File: config.mk
export PLATFORM = sky130hd
export DESIGN_NAME = two_stack_history_navigator_core
export DESIGN_NICKNAME = d
export VERILOG_FILES = /design/src/hw/rtl/tshn_pkg.sv /design/src/hw/rtl/two_stack_history_navigator_core.sv /design/src/hw/rtl/tshn_ctrl.sv /design/src/hw/rtl/tshn_datapath.sv
export SDC_FILE = /design/constraint.sdc
export NUM_CORES = 2
export LEC_CHECK = 0
export ABC_AREA = 1
export ABC_CLOCK_PERIOD_IN_PS = 5300
export BUFFER_PORTS_ARGS = -buffer_cell sky130_fd_sc_hd__buf_2
export CAP_MARGIN = 10
export CORE_ASPECT_RATIO = 0.7
export CORE_MARGIN = 5
export CORE_UTILIZATION = 30
export CTS_BUF_LIST = sky130_fd_sc_hd__clkbuf_4 sky130_fd_sc_hd__clkbuf_8
export CTS_CLUSTER_DIAMETER = 60
export CTS_CLUSTER_SIZE = 12
export DETAILED_ROUTE_END_ITERATION = 16
export SYNTH_ARGS = -nofsm -noshare
export SYNTH_HDL_FRONTEND = slang
export SYNTH_SLANG_ARGS = --single-unit
File: constraint.sdc
create_clock -name clk_i -period 5.3 [get_ports clk_i]
set_input_delay 0 -clock clk_i [delete_from_list [all_inputs] [get_ports clk_i]]
set_output_delay 0 -clock clk_i [all_outputs]
set_load 0.05 [all_outputs]
File: src/hw/rtl/tshn_pkg.sv
// package for the two-stack history navigator
// holds op and status codes, controller states and the command/status structs
`timescale 1ns / 1ps

package tshn_pkg;

  localparam int unsigned HISTORY_DEPTH_DEF = 128;
  localparam int unsigned PAGE_ID_BITS_DEF  = 16;
  localparam int unsigned FIELD_PAGE_W      = 16;
  localparam int unsigned COUNT_W           = 8;

  typedef enum logic [1:0] {
    OP_VISIT   = 2'd0,
    OP_BACK    = 2'd1,
    OP_FORWARD = 2'd2,
    OP_NONE    = 2'd3
  } op_e;

  typedef enum logic [1:0] {
    STATUS_OK      = 2'd0,
    STATUS_NO_BACK = 2'd1,
    STATUS_NO_FWD  = 2'd2,
    STATUS_FULL    = 2'd3
  } status_e;

  typedef enum logic {
    ST_IDLE = 1'b0,
    ST_EXEC = 1'b1
  } state_e;

  typedef struct packed {
    logic accept;
    logic commit;
  } ctrl_cmd_t;

  typedef struct packed {
    logic out_blocked;
  } ctrl_stat_t;

endpackage

File: src/hw/rtl/two_stack_history_navigator_core.sv
// an accepted request is latched with both stack tops into registers, and the exec state
//   writes its result to the output register, waiting there while the output stalls;
//   a new request is taken only after the previous one has committed
// reset: asynchronous active low; depth counters and present page go to zero, output valid
//   clears, and the stack memories keep whatever they hold (no clearing pass)
// top level of the navigator; depends on tshn_pkg, tshn_ctrl and tshn_datapath
`timescale 1ns / 1ps

module two_stack_history_navigator_core
  import tshn_pkg::*;
#(
  parameter int unsigned HistoryDepth = HISTORY_DEPTH_DEF,
  parameter int unsigned PageIdBits   = PAGE_ID_BITS_DEF
) (
  input  logic                    clk_i,
  input  logic                    rst_ni,
  // home page write
  input  logic                    cfg_valid_i,
  output logic                    cfg_ready_o,
  input  logic [FIELD_PAGE_W-1:0] cfg_data_i,
  // request channel
  input  logic                    in_valid_i,
  output logic                    in_stall_o,
  input  logic [1:0]              operation_i,
  input  logic [FIELD_PAGE_W-1:0] page_id_i,
  // result channel
  output logic                    out_valid_o,
  input  logic                    out_stall_i,
  output logic [FIELD_PAGE_W-1:0] current_page_o,
  output logic [1:0]              status_o,
  output logic [COUNT_W-1:0]      back_count_o,
  output logic [COUNT_W-1:0]      forward_count_o
);

  ctrl_cmd_t  cmd;
  ctrl_stat_t stat;
  logic       cfg_we;

  // the home page write is always accepted; it only has effect before the
  // first request, when it sets the present page
  assign cfg_ready_o = 1'b1;
  assign cfg_we      = cfg_valid_i & cfg_ready_o;

  // controller: idle takes a request, exec commits once the output is free
  tshn_ctrl u_ctrl (
    .clk_i      (clk_i),
    .rst_ni     (rst_ni),
    .in_valid_i (in_valid_i),
    .in_stall_o (in_stall_o),
    .stat_i     (stat),
    .cmd_o      (cmd)
  );

  // datapath: both stacks, their depths, present page and the result register
  tshn_datapath #(
    .HistoryDepth (HistoryDepth),
    .PageIdBits   (PageIdBits)
  ) u_datapath (
    .clk_i           (clk_i),
    .rst_ni          (rst_ni),
    .cmd_i           (cmd),
    .stat_o          (stat),
    .cfg_we_i        (cfg_we),
    .cfg_data_i      (cfg_data_i),
    .operation_i     (operation_i),
    .page_id_i       (page_id_i),
    .out_valid_o     (out_valid_o),
    .out_stall_i     (out_stall_i),
    .current_page_o  (current_page_o),
    .status_o        (status_o),
    .back_count_o    (back_count_o),
    .forward_count_o (forward_count_o)
  );

endmodule

File: src/hw/rtl/tshn_ctrl.sv
// controller state machine of the history navigator
// depends on tshn_pkg for states and command/status structs
`timescale 1ns / 1ps

module tshn_ctrl
  import tshn_pkg::*;
(
  input  logic       clk_i,
  input  logic       rst_ni,
  input  logic       in_valid_i,
  output logic       in_stall_o,
  input  ctrl_stat_t stat_i,
  output ctrl_cmd_t  cmd_o
);

  state_e state_q, state_d;

  always_ff @(posedge clk_i or negedge rst_ni) begin
    if (!rst_ni) begin
      state_q <= ST_IDLE;
    end else begin
      state_q <= state_d;
    end
  end

  always_comb begin
    state_d     = state_q;
    cmd_o       = '0;
    in_stall_o  = 1'b1;
    unique case (state_q)
      ST_IDLE: begin
        in_stall_o = 1'b0;
        if (in_valid_i) begin
          cmd_o.accept = 1'b1;
          state_d      = ST_EXEC;
        end
      end
      ST_EXEC: begin
        // wait until the output register can take the result
        if (!stat_i.out_blocked) begin
          cmd_o.commit = 1'b1;
          state_d      = ST_IDLE;
        end
      end
      default: begin
        state_d = ST_IDLE;
      end
    endcase
  end

endmodule

File: src/hw/rtl/tshn_datapath.sv
// datapath of the history navigator: stack memories, depth counters,
// present page and output register; depends on tshn_pkg
`timescale 1ns / 1ps

module tshn_datapath
  import tshn_pkg::*;
#(
  parameter int unsigned HistoryDepth = HISTORY_DEPTH_DEF,
  parameter int unsigned PageIdBits   = PAGE_ID_BITS_DEF
) (
  input  logic                    clk_i,
  input  logic                    rst_ni,
  input  ctrl_cmd_t               cmd_i,
  output ctrl_stat_t              stat_o,
  input  logic                    cfg_we_i,
  input  logic [FIELD_PAGE_W-1:0] cfg_data_i,
  input  logic [1:0]              operation_i,
  input  logic [FIELD_PAGE_W-1:0] page_id_i,
  output logic                    out_valid_o,
  input  logic                    out_stall_i,
  output logic [FIELD_PAGE_W-1:0] current_page_o,
  output logic [1:0]              status_o,
  output logic [COUNT_W-1:0]      back_count_o,
  output logic [COUNT_W-1:0]      forward_count_o
);

  localparam int unsigned AddrBits  = (HistoryDepth > 1) ? $clog2(HistoryDepth) : 1;
  localparam int unsigned DepthBits = $clog2(HistoryDepth + 1);
  localparam logic [DepthBits-1:0] DepthFull = DepthBits'(HistoryDepth);

  logic [PageIdBits-1:0] back_mem [HistoryDepth];
  logic [PageIdBits-1:0] fwd_mem  [HistoryDepth];

  op_e                   op_q;
  logic [PageIdBits-1:0] page_q;
  logic [PageIdBits-1:0] back_rd_q, fwd_rd_q;
  logic [PageIdBits-1:0] present_q, present_d;
  logic [DepthBits-1:0]  bd_q, bd_d, fd_q, fd_d;
  logic                  fresh_q;
  logic                  out_valid_q;
  logic [FIELD_PAGE_W-1:0] out_page_q;
  status_e               out_status_q, status_d;
  logic [COUNT_W-1:0]    out_bc_q, out_fc_q;

  logic                  back_we, fwd_we;
  logic [DepthBits-1:0]  bd_dec, fd_dec;
  logic [PageIdBits+FIELD_PAGE_W-1:0] in_page_ext, cfg_page_ext, out_page_ext;
  logic [DepthBits+COUNT_W-1:0]       bc_ext, fc_ext;

  // page id width conversion: zero padded when widening, truncated to the low bits when narrowing
  assign in_page_ext  = {{PageIdBits{1'b0}}, page_id_i};
  assign cfg_page_ext = {{PageIdBits{1'b0}}, cfg_data_i};
  assign out_page_ext = {{FIELD_PAGE_W{1'b0}}, present_d};
  assign bc_ext       = {{COUNT_W{1'b0}}, bd_d};
  assign fc_ext       = {{COUNT_W{1'b0}}, fd_d};

  assign bd_dec = bd_q - 1'b1;
  assign fd_dec = fd_q - 1'b1;

  // latch the request and read both stack tops
  always_ff @(posedge clk_i) begin
    if (cmd_i.accept) begin
      op_q     <= op_e'(operation_i);
      page_q   <= in_page_ext[PageIdBits-1:0];
    end
  end

  always_ff @(posedge clk_i) begin
    if (back_we) begin
      back_mem[bd_q[AddrBits-1:0]] <= present_q;
    end
    if (cmd_i.accept) begin
      back_rd_q <= back_mem[bd_dec[AddrBits-1:0]];
    end
  end

  always_ff @(posedge clk_i) begin
    if (fwd_we) begin
      fwd_mem[fd_q[AddrBits-1:0]] <= present_q;
    end
    if (cmd_i.accept) begin
      fwd_rd_q <= fwd_mem[fd_dec[AddrBits-1:0]];
    end
  end

  // next state of the navigator for the latched request
  always_comb begin
    bd_d      = bd_q;
    fd_d      = fd_q;
    present_d = present_q;
    status_d  = STATUS_OK;
    back_we   = 1'b0;
    fwd_we    = 1'b0;
    unique case (op_q)
      OP_VISIT: begin
        if (bd_q == DepthFull) begin
          status_d = STATUS_FULL;
        end else begin
          back_we = cmd_i.commit;
          bd_d    = bd_q + 1'b1;
        end
        fd_d      = '0;
        present_d = page_q;
      end
      OP_BACK: begin
        if (bd_q == '0) begin
          status_d = STATUS_NO_BACK;
        end else begin
          if (fd_q == DepthFull) begin
            status_d = STATUS_FULL;
          end else begin
            fwd_we = cmd_i.commit;
            fd_d   = fd_q + 1'b1;
          end
          bd_d      = bd_dec;
          present_d = back_rd_q;
        end
      end
      OP_FORWARD: begin
        if (fd_q == '0) begin
          status_d = STATUS_NO_FWD;
        end else begin
          if (bd_q == DepthFull) begin
            status_d = STATUS_FULL;
          end else begin
            back_we = cmd_i.commit;
            bd_d    = bd_q + 1'b1;
          end
          fd_d      = fd_dec;
          present_d = fwd_rd_q;
        end
      end
      OP_NONE: begin
      end
      default: begin
      end
    endcase
  end

  always_ff @(posedge clk_i or negedge rst_ni) begin
    if (!rst_ni) begin
      bd_q        <= '0;
      fd_q        <= '0;
      present_q   <= '0;
      fresh_q     <= 1'b1;
      out_valid_q <= 1'b0;
    end else begin
      if (cmd_i.accept) begin
        fresh_q <= 1'b0;
      end
      if (cmd_i.commit) begin
        bd_q      <= bd_d;
        fd_q      <= fd_d;
        present_q <= present_d;
      end else if (cfg_we_i && fresh_q) begin
        present_q <= cfg_page_ext[PageIdBits-1:0];
      end
      if (cmd_i.commit) begin
        out_valid_q <= 1'b1;
      end else if (!out_stall_i) begin
        out_valid_q <= 1'b0;
      end
    end
  end

  always_ff @(posedge clk_i) begin
    if (cmd_i.commit) begin
      out_page_q   <= out_page_ext[FIELD_PAGE_W-1:0];
      out_status_q <= status_d;
      out_bc_q     <= bc_ext[COUNT_W-1:0];
      out_fc_q     <= fc_ext[COUNT_W-1:0];
    end
  end

  assign stat_o.out_blocked = out_valid_q & out_stall_i;
  assign out_valid_o        = out_valid_q;
  assign current_page_o     = out_page_q;
  assign status_o           = out_status_q;
  assign back_count_o       = out_bc_q;
  assign forward_count_o    = out_fc_q;

endmodule

**Yosys cells after proc, flatten, opt, wreduce, memory -nomap -nowiden**

Memory sizes are Yosys's and may differ from the RTL's. A register that Yosys moved wholly into a read port is not among the register bits.
Index checks and enable logic that the tools add are counted.

- Memories: 2
- Input bits: 39
- Word-level logic and storage cells: 67
- Output and inout bits: 37
- RAM bits: 4096
- Register bits: 87

- Bitwise logic cells: 2
- Eq/ne operators: 5
- Add/sub/neg operators: 4
- Reductions and logical operators: 5
- Muxes and demuxes: 37

Memories:

| name | words | bits a word | rd ports | clocked after memory_dff | wr ports | RTL line | RTL |
|---|---|---|---|---|---|---|---|
| u_datapath.back_mem | 128 | 16 | 1 | 1 | 1 | tshn_datapath.sv:31 | `logic [PageIdBits-1:0] back_mem [HistoryDepth];` |
| u_datapath.fwd_mem | 128 | 16 | 1 | 1 | 1 | tshn_datapath.sv:32 | `logic [PageIdBits-1:0] fwd_mem [HistoryDepth];` |

Operator list:

| cell | number |
|---|---|
| two-way mux 16 bit | 4 |
| two-way mux 8 bit | 6 |
| one-hot mux 16 bit (3 select lines) | 1 |
| one-hot mux 8 bit (3 select lines) | 2 |
| two-way mux 1 bit | 17 |
| adder 8 x 1 -> 8 bit (second input constant) | 2 |
| == test 8 bit (second input constant) | 2 |
| logical NOT 8 bit | 2 |
| subtractor 8 x 1 -> 8 bit (second input constant) | 2 |
| two-way mux 2 bit | 4 |
| one-hot mux 2 bit (3 select lines) | 1 |
| one-hot mux 1 bit (2 select lines) | 2 |
| == test 2 x 1 -> 1 bit (second input constant) | 1 |
| == test 2 bit (second input constant) | 1 |
| logical NOT 2 bit | 1 |
| inequality test 2 x 1 -> 1 bit (second input constant) | 1 |
| nonzero test 2 bit | 1 |
| AND 1 bit | 1 |
| logical AND 1 bit | 1 |
| NOT 1 bit | 1 |

**Longest topological paths before layout**

- Word-level depth: 8
- Gate-level depth with buffers: 18
- Mapped depth without buffers: 13

**Cells and area by module**

A second synthesis with hierarchy kept.

- Cells, all modules: 14111
- Area, all modules: 169536.3 µm²

By module, submodules not included:

| module | cells an instance | area each (µm²) | times used |
|---|---|---|---|
| tshn_datapath | 14102 | 169475.0 | 1 |
| tshn_ctrl | 7 | 50.0 | 1 |
| two_stack_history_navigator_core | 2 | 11.3 | 1 |

**Least setup slack after synthesis**

No wires, ideal clock.

- Path kind: reg2reg
- Start point: register u_datapath.present_q[0]
- End point: memory u_datapath.back_mem[0][0] in the netlist's numbering (data pin)
- Required time: 4.493 ns
- Arrival time: 3.198 ns
- Setup time: 0.807 ns
- Setup slack: 1.296 ns
- Path buffers: 0
- Stages on the path, launching flop included: 1
- Cells stage by stage: dfrtp_1

RTL lines:

| item | RTL line | RTL |
|---|---|---|
| start: declaration | tshn_datapath.sv:37 | `logic [PageIdBits-1:0] present_q, present_d;` |
| start signal: assignment | tshn_datapath.sv:154 | `present_q <= present_d;` |
| start signal: assignment | tshn_datapath.sv:156 | `present_q <= cfg_page_ext[PageIdBits-1:0];` |
| end: declaration | tshn_datapath.sv:31 |  |

Straight into the memory's write port.

**Worst setup path in the final report**

- Start point: register u_datapath.bd_q[0]
- End point: memory u_datapath.back_mem[50][2] in the netlist's numbering, enable pin

- Word-level cells in the longest chain between the ends: 6

RTL lines:

| item | RTL line | RTL |
|---|---|---|
| start: declaration | tshn_datapath.sv:38 | `logic [DepthBits-1:0] bd_q, bd_d, fd_q, fd_d;` |
| start signal: assignment | tshn_datapath.sv:142 | `bd_q <= '0;` |
| start signal: assignment | tshn_datapath.sv:152 | `bd_q <= bd_d;` |
| == test 8 bit | tshn_datapath.sv:96, tshn_datapath.sv:123 |  |
| two-way mux 1 bit | tshn_datapath.sv:96, tshn_datapath.sv:123 |  |
| two-way mux 1 bit | tshn_datapath.sv:120 | `if (fd_q == '0) begin` |
| one-hot mux 1 bit (2 select lines) | tshn_datapath.sv:94 | `unique case (op_q)` |
| two-way mux 1 bit | tshn_datapath.sv:69 | `if (back_we) begin` |
| two-way mux 1 bit (not written as such) | tshn_datapath.sv:70 | `back_mem[bd_q[AddrBits-1:0]] <= present_q;` |

Several ways; a longest one is shown, not always the timed one.

==> reports/summary.txt <==
ROUTE
----------------------------------------------------------------------------
Number of vias after detailed routing .........................       111400
Post-route ant nets ...........................................            0
DRC violation total after the first TritonRoute iteration .....        15710
Final WL ......................................................    498600 um
WL/cell .......................................................     22.76 um
Via count normalized by instance count ........................        5.087
DRC viols .....................................................            0
First-pass iteration count of the detailed router .............            6

SYNTH
----------------------------------------------------------------------------
Combinational family with the most area after synthesis ....... simple AND/OR/NAND/NOR gates
Complex-gate fraction of the synthesized area .................     0.002013
Synth Instances ...............................................        14120
Cell area after synthesis ..................................... 0.1697 sq mm
Flops & latches, synth ........................................         4215
Count of flip-flops with a built-in enable after synthesis ....         4180
Register area share after synthesis ...........................       0.7448
Warnings from Yosys ...........................................            0
Average footprint of a synthesized cell .......................  12.02 sq um
Number of unique standard cell types used by synthesis ........           38
Syn Nets ......................................................        14160
Share of flip-flops with an asynchronous set or reset .........     0.008304
Share of cell area taken by muxes after synthesis .............            0
Post-synthesis share of cell area spent on xor and xnor gates .    0.0004571
Fraction of the mapped netlist area in adder cells ............    0.0002949
Most frequently used flop master after synthesis .............. sky130_fd_sc_hd__edfxtp_1
Post-Synth Simple-Gate Area ...................................       0.2272

FLOORPLAN
----------------------------------------------------------------------------
Vertical die dimension ........................................     639.3 um
Die Width .....................................................     909.0 um
Effective utilization at floorplan ............................       0.3005
Core ar. ...................................................... 0.5648 sq mm
Site row count ................................................          231
Area of the die ............................................... 0.5811 sq mm
Number of top-level design ports ..............................           76

SETUP PATH
----------------------------------------------------------------------------
Required time of the critical path ............................      6.08 ns
Slowest stage delay, CP .......................................      0.84 ns
Setup Crit Path Kind ..........................................   reg -> reg
Kind of end point of the critical path ........................    flip-flop
Most common cell on crit path ................................. sky130_fd_sc_hd__nand2_1
Cells along the critical path ................................. inv_8 > ha_4 > nand2_1 > nor3_2 > nand2_1 > inv_1 > nor2_2 > nand2_1 > inv_2 > nand4_1 > nor2_1 > buf_4
Arrival time worst endpoint ...................................      5.21 ns
Worst-path cell with the longest stage delay .................. sky130_fd_sc_hd__nor2_1
Setup crit start kind .........................................    flip-flop
Largest fanout of any net on the critical path ................           83
Worst reg2reg path depth ......................................           12

POWER AND IR DROP
----------------------------------------------------------------------------
Maximum VDD drop ..............................................     1.038 mV
Sum of internal, switching and leakage power ..................     111.8 mW
Cell area power density ....................................... 595.7 mW/mm^2
Static Leakage ................................................     63.87 nW

PLACED DESIGN
----------------------------------------------------------------------------
Routability Congestion ........................................       0.9015
Dpl hpwl ......................................................    281400 um
Number of buffer cells added on primary ports .................           74

GLOBAL ROUTE
----------------------------------------------------------------------------
Met2 Resource Use GR ..........................................       0.2318
Most Crowded Layer GR .........................................         met1
Overflow left after global routing ............................            0
Via count of the first global-routing pass ....................       102700
GR met1 Demand/Resource .......................................       0.2432
Largest net degree at the start of global routing .............          215
Wire length of the first global-routing pass ..................    724600 um
GRT Total Usage ...............................................       0.1643
Initial antenna violation count ...............................           13
Met3 capacity usage during global routing .....................      0.05023

TIMING
----------------------------------------------------------------------------
Worst-Margin Slew .............................................     1.296 ns
RSZ-0062 raised after global routing ..........................           no
Worst-case headroom to the max-slew limit .....................       0.1357
Maximum clock frequency .......................................   0.2257 GHz
Hold Slack ....................................................    0.1339 ns
Final count of pins violating max slew ........................            0
Final Cycle Share .............................................       0.8360
Worst-case clock skew .........................................   0.09428 ns
Sum Neg Setup Slack ...........................................         0 ns
Setup violations, final .......................................            0
Final hold viol count .........................................            0
Crit path time final ..........................................     4.431 ns

CLOCK TREE
----------------------------------------------------------------------------
Sinks on the clock net ........................................         4215
Count of instances resized after the clock tree is built ......            0
TritonCTS clock tree ..........................................          yes
Clock buffers created by TritonCTS ............................          397
Skew-Pair Late Insertion Delay ................................      1.12 ns
Maximum count of clock buffers along a single path ............            4
Clock-pin slew on the worst setup and hold paths ..............      0.09 ns
Maximum level of the CTS H-tree ...............................            5
Clk root buf .................................................. sky130_fd_sc_hd__clkbuf_8

LAYOUT
----------------------------------------------------------------------------
Layout cell share with drive strength beyond 1 ................      0.07953
NumNets Final .................................................        14270
Synthesis-to-layout area growth ...............................       10.56%
Filler Cells Inserted .........................................        55700

MIN PATH
----------------------------------------------------------------------------
Worst hold stages .............................................            3
Worst Hold Class ..............................................    in -> reg

RUN STATUS
----------------------------------------------------------------------------
Outcome ....................................................... finished, final reports clean

JOB
----------------------------------------------------------------------------
Max-Cap Viols .................................................            0

[where the power goes]
part	internal, mW	total [mW]	switching [mW]
Combinational	11.7	50.5	38.8
Sequential	41.6	43.1	1.48
Clock	7.31	18.2	10.9
Total	60.6	112	51.2
[cells in the mapped netlist (all sizes together), types with 4 or more instances]
| cell type | count | share of area |
|---|---|---|
| ha | 4 | 0.00029 |
| buf | 428 | 0.012 |
| nor2 | 297 | 0.0070 |
| inv | 72 | 0.0016 |
| xor2 | 8 | 0.00046 |
| edfxtp | 4180 | 0.74 |
| nor3 | 5 | 0.00018 |
| o211ai | 8 | 0.00035 |
| o21ai | 42 | 0.0013 |
| clkbuf | 516 | 0.011 |
| nand3 | 4079 | 0.12 |
| dfrtp | 34 | 0.0050 |
| a21oi | 7 | 0.00021 |
| nand2 | 4398 | 0.097 |
| nand4 | 30 | 0.0016 |
[sequential cells by signal, indices dropped and copies added, names as in the netlist]
register	count
u_datapath.back_mem	2048
u_datapath.fwd_mem	2048
u_datapath.back_rd_q	16
u_datapath.current_page_o	16
u_datapath.fwd_rd_q	16
u_datapath.page_q	16
u_datapath.present_q	16
u_datapath.back_count_o	8
u_datapath.bd_q	8
u_datapath.fd_q	8
u_datapath.forward_count_o	8
u_datapath.op_q	2
u_datapath.status_o	2
u_ctrl.state_q	1
u_datapath.fresh_q	1
u_datapath.out_valid_o	1
[per-stage QoR]
step / cell area (sq um) / setup slack (ns) / utilization / cells
2_1_floorplan: 169700 / 1.296 / - / 14120
3_3_place_gp: 180200 / 0.9776 / 0.3191 / 21290
3_5_place_dp: 180200 / 0.9181 / 0.3191 / 21290
4_1_cts: 187600 / 0.8463 / 0.3321 / 21890
5_1_grt: 187600 / 0.5430 / 0.3322 / 21900
6_report: 187600 / 0.8691 / 0.3322 / 21910
[routing by layer]
layer / share of wire / vias to the layer above
met5: 0.00034 / -
met2: 0.42 / 5360
met3: 0.12 / 683
li1: - / 50180
met4: 0.029 / 6
met1: 0.43 / 55210
[layout by cell type, fill, tap and decap left out, drive strengths merged]
cell	netlist	final
edfxtp	4180	4180
o21ai	42	42
buf	428	551
inv	72	88
nand2	4398	4398
a31oi	1	1
nor2	297	297
clkbuf	516	461
conb	1	1
clkinvlp	0	5
clkinv	1	11
dfrtp	34	34
nand3b	2	2
nand3	4079	4079
a22oi	2	2
dfstp	1	1
nand4	30	30
xor2	8	8
o211ai	8	8
diode	0	12
nor3	5	5
dlygate4sd3	0	107
ha	4	4
a21oi	7	7
[logic make-up (layout without fill, tap and decap cells)]
| logic type | after synthesis | in the layout |
|---|---|---|
| simple gates | 8811 | 8811 |
| flops | 4215 | 4215 |
| buf+inv | 1017 | 1223 |
| compound gates | 60 | 60 |
| xor+xnor | 8 | 8 |
| fa+ha+maj | 4 | 4 |
| other cells | 1 | 13 |
[final timing paths]
path	startpoint	to	slack, ns
max	u_datapath.bd_q[0]$_DFFE_PN0N_	u_datapath.back_mem[50][2]$_DFFE_PP_	0.87
min	page_id_i[10]	u_datapath.page_q[10]$_DFFE_PP_	0.13
max reg2reg	u_datapath.bd_q[0]$_DFFE_PN0N_	u_datapath.back_mem[50][2]$_DFFE_PP_	0.87
min reg2reg	u_datapath.out_valid_o$_DFFE_PN0P_	u_datapath.out_valid_o$_DFFE_PN0P_	0.52
max in group asynchronous	rst_ni	u_datapath.present_q[2]$_DFFE_PN0P_	4.24
min in group asynchronous	rst_ni	u_datapath.present_q[1]$_DFFE_PN0P_	0.56
[timing repair]
item,4_1_cts,5_1_grt
hold buffers,108,0
hold endpoints to repair,141,0
setup buffers,0,0
setup endpoints to repair,0,0
[final cells by class]
class / count / area, sq um / area share
Clock buffer: 461 / 5957 / 0.03175
Clock inverter: 31 / 294.0 / 0.001567
Sequential cell: 4215 / 126500 / 0.6740
Multi-Input combinational cell: 8884 / 39190 / 0.2089
Tap cell: 7572 / 9474 / 0.05049
Timing Repair Buffer: 658 / 5906 / 0.03147
Antenna cell: 12 / 30.03 / 0.0001600
Inverter: 73 / 312.8 / 0.001667
[critical path, delay by kind of cell, from the launching register on]
family        cells  cell delay, ns
fa+ha+maj         1            0.26
buf+inv           4            1.03
flops             1            0.57
simple gates      7            2.19
Note: power is estimated with default switching activity, not from simulation.
